`src/rtl/ilid_pkg.sv`:
```
package ilid_pkg;

    localparam int unsigned CMD_W  = 2;
    localparam int unsigned POS_W  = 7;
    localparam int unsigned DATA_W = 32;
    localparam int unsigned CNT_W  = 7;
    localparam int unsigned ST_W   = 2;

    typedef enum logic [CMD_W-1:0] {
        CMD_INS  = 2'd0,
        CMD_DEL  = 2'd1,
        CMD_DUMP = 2'd2
    } cmd_t;

    typedef enum logic [ST_W-1:0] {
        ST_OK    = 2'd0,
        ST_RANGE = 2'd1,
        ST_FULL  = 2'd2,
        ST_EMPTY = 2'd3
    } status_t;

    typedef enum logic [1:0] {
        OP_HOLD,
        OP_INS,
        OP_DEL,
        OP_ROT
    } cell_op_t;

    // Broadcast from the controller to every cell of the chain.
    typedef struct packed {
        cell_op_t                  op;
        logic [CNT_W-1:0]          p0;        // zero-based target place
        logic [CNT_W-1:0]          last_idx;  // place of the last held entry
        logic signed [DATA_W-1:0]  value;
    } cell_ctl_t;

endpackage

```
`src/rtl/ilid_cell.sv`:
```
module ilid_cell #(
    parameter int unsigned IDX = 0
) (
    input  logic                               clk,
    input  ilid_pkg::cell_ctl_t                ctl,
    input  logic signed [ilid_pkg::DATA_W-1:0] left,
    input  logic signed [ilid_pkg::DATA_W-1:0] right,
    input  logic signed [ilid_pkg::DATA_W-1:0] head,
    output logic signed [ilid_pkg::DATA_W-1:0] data,
    output logic signed [ilid_pkg::DATA_W-1:0] pick
);
    import ilid_pkg::*;

    localparam logic [CNT_W-1:0] IDX_C = CNT_W'(IDX);

    logic signed [DATA_W-1:0] data_reg;
    logic signed [DATA_W-1:0] data_next;

    always_comb
    begin
        data_next = data_reg;
        case (ctl.op)
            OP_INS:
            begin
                // open a gap at the target place, move later words up
                if (IDX_C > ctl.p0)
                begin
                    data_next = left;
                end
                else if (IDX_C == ctl.p0)
                begin
                    data_next = ctl.value;
                end
            end
            OP_DEL:
            begin
                if (IDX_C >= ctl.p0)
                begin
                    data_next = right;
                end
            end
            OP_ROT:
            begin
                // rotate the held words by one, head wraps to the tail
                if (IDX_C < ctl.last_idx)
                begin
                    data_next = right;
                end
                else if (IDX_C == ctl.last_idx)
                begin
                    data_next = head;
                end
            end
            default:
            begin
                data_next = data_reg;
            end
        endcase
    end

    always_ff @(posedge clk)
    begin
        data_reg <= data_next;
    end

    assign data = data_reg;
    assign pick = (IDX_C == ctl.p0) ? data_reg : '0;

endmodule

```
`config.mk`:
```
export PLATFORM = sky130hd
export DESIGN_NAME = ilid_cell
export DESIGN_NICKNAME = d
export VERILOG_FILES = /design/src/rtl/ilid_pkg.sv /design/src/rtl/ilid_cell.sv
export SDC_FILE = /design/constraint.sdc
export NUM_CORES = 1
export LEC_CHECK = 0
export BUFFER_PORTS_ARGS = -buffer_cell sky130_fd_sc_hd__buf_4
export CAP_MARGIN = 0
export CORE_AREA = 2 2 80 82
export CTS_CLUSTER_DIAMETER = 150
export DETAILED_ROUTE_END_ITERATION = 8
export DIE_AREA = 0 0 82 84
export GPL_TIMING_DRIVEN = 1
export PLACE_DENSITY = 0.79
export SLEW_MARGIN = 15
export SYNTH_ARGS = -nofsm -noshare
export SYNTH_HDL_FRONTEND = slang
export SYNTH_SLANG_ARGS = --single-unit
```
`constraint.sdc`:
```
create_clock -name clk -period 2.4 [get_ports clk]
set_input_delay 0.12 -clock clk [delete_from_list [all_inputs] [get_ports clk]]
set_output_delay 0.12 -clock clk [all_outputs]
set_load 0.01 [all_outputs]
```
; ---- Word-level counts from Yosys, hierarchy flattened
; Index checks and enable logic that the tools add are counted.
[totals]
ff_bits = 32
latch_bits = 0
ram_bits = 0
mem_bits_ro = 0
in_bits = 145
out_inout_bits = 64
elab_cells = 21
mem_count = 0
[classes]
addsub = 0
mul = 0
div_mod_pow = 0
magnitude_cmp = 3
n_eq_ne = 6
shifts = 0
mux = 7
bitwise = 0
n_reduce_logical = 4
[ops]
columns = cell, count
row1 = two-way mux 32 bit, 6
row2 = one-hot mux 32 bit (3 select lines), 1
row3 = logical NOT 7 bit, 2
row4 = greater-or-equal comparator 1 x 7 -> 1 bit (first input constant), 1
row5 = > comparator 1 x 7 -> 1 bit (first input constant), 1
row6 = less-than comparator 1 x 7 -> 1 bit (first input constant), 1
row7 = != test 3 bit (second input constant), 2
row8 = == test 2 bit (second input constant), 2
row9 = AND reduction 4 bit, 1
row10 = nonzero test 3 bit, 1
row11 = == test 2 x 1 -> 1 bit (second input constant), 1
row12 = != test 2 bit (second input constant), 1

; ---- Longest topological paths before layout
; Gate-level depths: netlist (run 1).
[depth]
depth_word = 4
mapped_depth = 5
depth_no_buf = 4

; ---- Worst setup path after synthesis (run 1)
; Ideal clock, no wire load.
[synth_timing]
kind = input -> register
startpoint = input ctl[42] (netlist bit)
endpoint = register data_reg[0] (netlist: data[0]), enable pin
setup_ps = 393
arrival_ps = 1813
required_ps = 2007
slack_ps = 194
stages = 3
path_buffers = 0
path_cell_list = or4_4 > nor4_4 > maj3_1
[synth_via]
elab_chain_cells = 3
word_cells_on_any_way = 6
classes_between = 2 x order compare / 2 x eq/ne / 2 x reduce/logical
[synth_rtl]
columns = item, line
row1 = from (decl), ilid_cell.sv:5  ; input ilid_pkg::cell_ctl_t ctl,
row2 = > comparator 1 x 7 -> 1 bit (tied with other cells), ilid_cell.sv:26  ; if (IDX_C > ctl.p0)
row3 = != test 3 bit (no source line) or != test 2 bit (tied branches), -
row4 = AND reduction 4 bit (no source line) (*), -
row5 = to (signal assigned), ilid_cell.sv:63  ; data_reg <= data_next;
row6 = to (decl), ilid_cell.sv:16  ; logic signed [DATA_W-1:0] data_reg;
; Every way passes the cells marked *; elsewhere a longest branch is shown, timed or not.
; A chain may end at the register's enable or synchronous reset.

; ---- Final worst setup path (run 1)
[layout_timing]
startpoint = input ctl[42] (netlist bit)
endpoint = output pick[23] (netlist bit)
[layout_via]
elab_chain_cells = 2
[layout_rtl]
columns = item, line
row1 = logical NOT 7 bit, ilid_cell.sv:67  ; assign pick = (IDX_C == ctl.p0) ? data_reg : '0;
row2 = two-way mux 32 bit, ilid_cell.sv:67
row3 = to (decl), ilid_cell.sv:10  ; output logic signed [ilid_pkg::DATA_W-1:0] pick
; No other way between the ends.

==> metrics.md, run 1 <==
| Metric | Value |
|---|---|
| Syn Nets | 361 |
| Hold WC Path Type | primary input to flop |
| Worst Setup SP | ctl[42] |
| Setup tns final | 0 ns |
| Placed cell count | 460 |
| Hold Startpoint | right[22] |
| Worst Path Class, Setup | primary input to primary output |
| Slowest cell on crit path | or4_4 |
| Startpoint types | primary input |
| Yosys top cell by area | edfxtp_1 |
| Final cell count without fillers | 468 |
| Hold path endpoint | data[22]$_DFFE_PP_ |
| Row cnt | 29 |
| Final nets | 535 |
| Overall Global Routing Usage | 19.17% |
| IO Count | 209 |
| Dpl hpwl | 5264 um |
| Synth Register Bits | 32 |
| Outcome | completed |
| H-tree Lvls | 2 |
| PD cells | 395.9 nW/um2 |
| Global-route wire length before repair | 10200 um |
| Cell variety after synth | 16 |
| Worst slack, placed | 0.6089 ns |
| Post-CTS Setup Bufs | 0 |
| Buf+Inv Stages, Crit Path | 3 |
| CP max FO | 32 |
| Maxcap violations | 0 |
| Wirelength per Cell | 14.44 um |
| PortBufs | 176 |
| Worst Tran Pin Value | 0.6720 ns |
| N_diodes | 0 |
| Placed Instance Area | 3572 um2 |
| Die area | 6888 um2 |
| Worst EP required | 2.28 ns |
| Total power | 1.446 mW |
| Fraction of the cycle the final worst path needs | 71.04% |
| Total number of vias | 2264 |
| Final Critical Period | 1.705 ns |
| Kind of end point of the critical path | primary output |
| Synthesized cell area | 2163 um2 |
| Critical path's top delay family | simple AND/OR/NAND/NOR gates |
| Core Util, Final | 59.91% |
| Largest stage delay on the critical path | 0.53 ns |
| RSZ-0062 raised after global routing | no |
| Final Instance Area | 3652 um2 |
| Number of gates resized after CTS | 0 |
| Total grt overflow | 0 |
| Total core area | 6096 um2 |
| WL final | 6756 um |
| Slew headroom | 55.00% |
| TritonCTS Buffers | 5 |
| Die W | 82 um |
| Max rail drop VDD | 0.0003317 V |
| DR pass1 iterations | 4 |
| Final setup vio count | 0 |
| Endpoints failing hold | 0 |
| Maximum clock rate | 586.5 MHz |
| CP Cell Sequence | buf_4 -> or4_4 -> nor4_4 -> buf_4 -> and2_2 -> buf_4 |
| Synth Area per Inst | 10.02 um2 |
| CP dominant cell by count | buf_4 |
| DR DRC count | 0 |
| Area added between synthesis and finish | 68.83% |
| Hold Path Cell Cnt | 3 |
| Clock-pin slew on the worst setup and hold paths | 0.06 ns |
| Fin. max-slew vios | 0 |
| Seq/Total Area, Yosys | 44.42% |
| Yosys warns | 0 |
| Final ANT Viol Nets | 0 |
| Area share of the largest cell type after synthesis | 44.42% |
| Setup ws final | 0.6949 ns |
| Max reg flops | 32 |
| Initial core utilization | 35.49% |
| Layout cells sized above 1 | 54.73% |
| Antenna violations before repair | 0 |
| TritonCTS sink count | 32 |
| Clk root buf | clkbuf_8 |
| CTS tree | done |
| Most common cell after layout, fill and taps aside | buf_4 |
| Mapped Cells | 216 |
| Pin count of the biggest net entering global routing | 33 |
| Fin Hold WS | 0.1400 ns |
| Vias/cell | 4.838 |
| Vias in the first global route | 2196 |
| GP Congestion | 0.8145 |
| Iteration-0 DRC Markers | 66 |
| Hold_buf cts | 0 |
| Longest Clk Path Bufs | 2 |
| Area contributors post-synth | edfxtp_1 44%, mux2i_1 15%, nor2b_1 9.5%, a21oi_1 7.4%, o21ai_0 7.4% |
| Die H | 84 um |
| Static Leak | 1.839 nW |
| Crit path arrival time | 1.59 ns |
-- Yosys cell counts (all sizes together) --
| cell | number |
|---|---|
| maj3 | 1 |
| o21ai | 32 |
| a21oi | 32 |
| nor3 | 1 |
| buf | 3 |
| mux2i | 32 |
| nand2 | 2 |
| clkbuf | 13 |
| nor4 | 2 |
| edfxtp | 32 |
| nor2b | 33 |
| and2 | 32 |
| or4 | 1 |
-- cell type report --
class / count / area (um2)
fillers: 542 / 2444
repair buffers: 183 / 1374
multi-input cells: 168 / 1141
flip-flops and latches: 32 / 960.9
well taps: 77 / 96.34
clock buffers: 7 / 76.32
clock inverters: 1 / 3.754
-- power breakdown --
group          switching (mW)  internal (mW)  leakage, nW
combinational           0.145          0.222         1.51
clock                   0.183          0.201       0.0399
sequential             0.0221          0.673        0.294
-- cell families after synthesis --
family,count (synthesis),share of synthesized area (%)
fa+ha+maj,1,0.4627
buf+inv,16,3.123
simple gates,71,22.38
compound gates,64,14.81
flops,32,44.42
mux,32,14.81
-- metal layers --
metal  up-vias  wire (um)  GRT usage (%)
met2        96       3650          34.59
met1      1041       2526          22.13
met5         -          0              0
met3         6        503          4.329
met4         0         76          5.303
li1       1121          -              -
-- worst max-delay path by stage --
stage	to	slack (ns)	depth (start not counted)
after floorplan	data[0]$_DFFE_PP_	0.19	3
after global placement	data[24]$_DFFE_PP_	0.61	5
after detailed placement	data[2]$_DFFE_PP_	0.61	5
after CTS	pick[23]	0.69	6
after global routing	pick[23]	0.63	6
final	pick[23]	0.69	6
Note: power is estimated with default switching activity, not from simulation.
==> run 2, diff against run 1 <==
Settings changed: CORE_AREA 2 2 80 82 to 2 2 61 120, DIE_AREA 0 0 82 84 to 0 0 63 122, PLACE_DENSITY 0.79 to 0.74.
Clock period 2.4 ns to 1.4 ns, I/O delays scaled along.
==> metrics.md, run 2 (synthesis gave the netlist of run 1 again) <==
| Metric | Value |
|---|---|
| PortBufs | 176 |
| Multi-input combinational cell area | 1146 um2 |
| Clock-pin slew on the worst setup and hold paths | 0.05 ns |
| Fraction of the cycle the final worst path needs | 107.5% |
| Total core area | 6833 um2 |
| Static Leak | 1.941 nW |
| Maximum clock rate | 664.5 MHz |
| Critical path's top delay family | simple AND/OR/NAND/NOR gates |
| Total grt overflow | 0 |
| Endpoints failing hold | 0 |
| Kind of end point of the critical path | flop |
| Slowest cell on crit path | or4_4 |
| DR DRC count | 0 |
| Final Instance Area | 3895 um2 |
| Final ANT Viol Nets | 0 |
| Antenna violations before repair | 0 |
| Clk root buf | clkbuf_16 |
| Iteration-0 DRC Markers | 60 |
| Final nets | 542 |
| CP dominant cell by count | buf_4 |
| TritonCTS Buffers | 5 |
| Placed Instance Area | 3659 um2 |
| Row cnt | 43 |
| Vias/cell | 4.885 |
| Final Critical Period | 1.505 ns |
| Maxcap violations | 0 |
| Setup ws final | -0.1049 ns |
| Overall Global Routing Usage | 19.72% |
| CP max FO | 14 |
| Slew headroom | 77.40% |
| Failing checks | setup timing |
| Area added between synthesis and finish | 80.05% |
| Buf+Inv Stages, Crit Path | 4 |
| Worst slack, placed | -0.2300 ns |
| Total number of vias | 2384 |
| CP Cell Sequence | buf_4 -> or4_4 -> nor4_4 -> buf_6 -> buf_4 -> maj3_4 -> buf_12 |
| Core Util, Final | 57.00% |
| Global-route wire length before repair | 11540 um |
| Die area | 7686 um2 |
| CTS tree | done |
| Vias in the first global route | 2391 |
| Fin Hold WS | 0.1027 ns |
| Outcome | finished, violations left |
| Filler cell count | 604 |
| Worst Tran Pin Value | 0.3360 ns |
| Fin. max-slew vios | 0 |
| H-tree Lvls | 2 |
| DR pass1 iterations | 4 |
| Initial core utilization | 31.66% |
| Die H | 122 um |
| Longest Clk Path Bufs | 2 |
| Worst EP required | 1.38 ns |
| Startpoint types | primary input |
| Die W | 63 um |
| Final setup vio count | 64 |
| GP Congestion | 0.8601 |
| Wirelength per Cell | 15.58 um |
| Largest stage delay on the critical path | 0.52 ns |
| WL final | 7604 um |
| Most common cell after layout, fill and taps aside | buf_4 |
| Hold WC Path Type | primary input to flop |
| Dpl hpwl | 6070 um |
| Register Area | 960.9 um2 |
| TritonCTS sink count | 32 |
| IO Count | 209 |
| N_diodes | 0 |
| Pin count of the biggest net entering global routing | 22 |
| Total power | 3.057 mW |
| Max rail drop VDD | 0.0004899 V |
| Crit path arrival time | 1.49 ns |
| Worst Path Class, Setup | primary input to flop |
| PD cells | 784.8 nW/um2 |
| RSZ-0062 raised after global routing | yes |
| Layout cells sized above 1 | 56.28% |
| Max reg flops | 32 |
## run 2: timing repair
item | in CTS | in global routing
hold buffers | 0 | 0
cloned | 1 | 0
resized for setup | 4 | 10
setup buffers | 1 | 1
endpoints found under the hold margin | 0 | 0
setup endpoints to repair | 32 | 64
## run 2: power breakdown
part           internal (mW)  switching, mW
clock                  0.834          0.355
sequential              1.16         0.0480
combinational          0.399          0.264
## run 2: layer usage
| layer | global-route usage [%] | share of wire (%) | up-vias |
|---|---|---|---|
| met1 | 20.29 | 36 | 1048 |
| li1 | - | - | 1137 |
| met4 | 7.778 | 1.9 | 0 |
| met3 | 6.556 | 13 | 11 |
| met5 | 0 | 0 | - |
| met2 | 36.17 | 49 | 188 |
## run 2: final cells by class
cell class | count | share of cell area [%]
multi-input cells | 168 | 29.42
clock inverters | 2 | 0.8995
flip-flops and latches | 32 | 24.67
well taps | 90 | 2.891
clock buffers | 6 | 3.309
repair buffers | 190 | 38.80
## run 2: worst paths after layout
check	start	slack, ns	cells after the start	endpoint
min	right[2]	0.10	3	data[2]$_DFFE_PP_
max	ctl[43]	-0.10	7	data[13]$_DFFE_PP_
## run 2: metrics by stage
| step | std cells | setup TNS, ns |
|---|---|---|
| after global routing | 488 | -8.895 |
| after detailed placement | 477 | -14.52 |
| final | 488 | -5.381 |
| after CTS | 487 | -3.625 |
| after global placement | 477 | -12.81 |
| after floorplan | 216 | -7.306 |
==> run 3, diff against run 2 <==
Settings changed: SETUP_SLACK_MARGIN set to 0.2, TNS_END_PERCENT set to 20.
==> metrics.md, run 3 (synthesis gave the netlist of run 1 again) <==
| Metric | Value |
|---|---|
| IO Count | 209 |
| Post-CTS Setup Bufs | 0 |
| CP Cell Sequence | buf_6 -> or4_4 -> nor4_4 -> buf_6 -> and2_2 -> buf_4 |
| Setup ws final | -0.1319 ns |
| Total core area | 6833 um2 |
| Largest stage delay on the critical path | 0.54 ns |
| Total grt overflow | 0 |
| PD cells | 794.7 nW/um2 |
| Fraction of the cycle the final worst path needs | 109.4% |
| Maximum clock rate | 652.8 MHz |
| Overall Global Routing Usage | 19.14% |
| TritonCTS Buffers | 5 |
| Slowest cell on crit path | or4_4 |
| Die area | 7686 um2 |
| Outcome | finished, violations left |
| Clk root buf | clkbuf_16 |
| Initial core utilization | 31.66% |
| Layout cells sized above 1 | 55.95% |
| Area added between synthesis and finish | 77.85% |
| Total power | 3.058 mW |
| Max reg flops | 32 |
| CP dominant cell by count | buf_6 |
| N_diodes | 0 |
| Setup tns final | -3.560 ns |
| Endpoints failing hold | 0 |
| Clock-pin slew on the worst setup and hold paths | 0.05 ns |
| Worst EP required | 1.33 ns |
| PortBufs | 176 |
| Vias/cell | 4.893 |
| Die H | 122 um |
| DR pass1 iterations | 4 |
| Total number of vias | 2373 |
| Longest Clk Path Bufs | 2 |
| Kind of end point of the critical path | primary output |
| Row cnt | 43 |
| Worst Tran Pin Value | 0.2665 ns |
| H-tree Lvls | 2 |
| Final ANT Viol Nets | 0 |
| Worst Setup SP | ctl[42] |
| Crit path to | pick[13] |
| Maxcap violations | 0 |
| Pin count of the biggest net entering global routing | 33 |
| Max rail drop VDD | 0.0004900 V |
| Iteration-0 DRC Markers | 48 |
| Static Leak | 1.920 nW |
| Global-route wire length before repair | 11270 um |
| Most common cell after layout, fill and taps aside | buf_4 |
| TritonCTS sink count | 32 |
| Final nets | 539 |
| Dpl hpwl | 6070 um |
| Antenna violations before repair | 0 |
| Worst Path Class, Setup | primary input to primary output |
| Final setup vio count | 32 |
| RSZ-0062 raised after global routing | yes |
| CTS tree | done |
| Crit path arrival time | 1.46 ns |
| Slew headroom | 82.10% |
| CP max FO | 32 |
| Fin. max-slew vios | 0 |
| WL final | 7422 um |
| DR DRC count | 0 |
| GP Congestion | 0.8601 |
| Failing checks | setup timing |
| Die W | 63 um |
| Final Critical Period | 1.532 ns |
| Wirelength per Cell | 15.30 um |
| Vias in the first global route | 2345 |
| Hold WC Path Type | primary input to flop |
| Startpoint types | primary input |
## run 3: metrics by stage
step	hold slack, ns	area, um2	worst slack (ns)	cells	util, %
final	0.1028	3847	-0.1319	485	56.31
after global routing	0.1098	3847	-0.2051	485	56.31
after CTS	0.09586	3837	-0.1471	485	56.16
after detailed placement	0.3854	3659	-0.2300	477	53.54
after global placement	0.3705	3659	-0.2201	477	53.54
after floorplan	0.2700	2167	-0.2283	216	-
## run 3: power breakdown
group | switching [mW] | internal (mW)
Sequential | 0.0477 | 1.16
Combinational | 0.265 | 0.399
Clock | 0.354 | 0.834
## run 3: layout make-up
cell class                      count  area [um2]
Fill cell                         610        2985
Timing Repair Buffer              187        1460
Multi-Input combinational cell    168        1150
Sequential cell                    32       960.9
Clock buffer                        6       128.9
Tap cell                           90       112.6
Clock inverter                      2       35.03
## run 3: how the worst min path moves through the flow
stage / start / to / slack [ns] / cells past startpoint
3_3_place_gp: right[2] / data[2]$_DFFE_PP_ / 0.37 / 3
6_report: right[2] / data[2]$_DFFE_PP_ / 0.10 / 3
5_1_grt: right[14] / data[14]$_DFFE_PP_ / 0.11 / 3
2_1_floorplan: right[0] / data[0]$_DFFE_PP_ / 0.27 / 2
4_1_cts: right[3] / data[3]$_DFFE_PP_ / 0.1 / 3
3_5_place_dp: right[13] / data[13]$_DFFE_PP_ / 0.39 / 3
## run 3: layer usage
layer,GRT usage (%),share of wire [%],up-vias
met5,0,0,-
li1,-,-,1127
met1,20.00,37,1040
met4,7.500,1.9,0
met2,34.64,48,195
met3,6.556,13,11
## run 3: timing repair
| item | 4_1_cts | 5_1_grt |
|---|---|---|
| gates resized for setup | 4 | 2 |
| endpoints found under the setup margin | 64 | 79 |
| hold buffers | 0 | 0 |
## run 3: critical path, delay by kind of cell
family,cells,cell delay (ns)
buffers and inverters,3,0.47
AND/OR/NAND/NOR,3,0.92
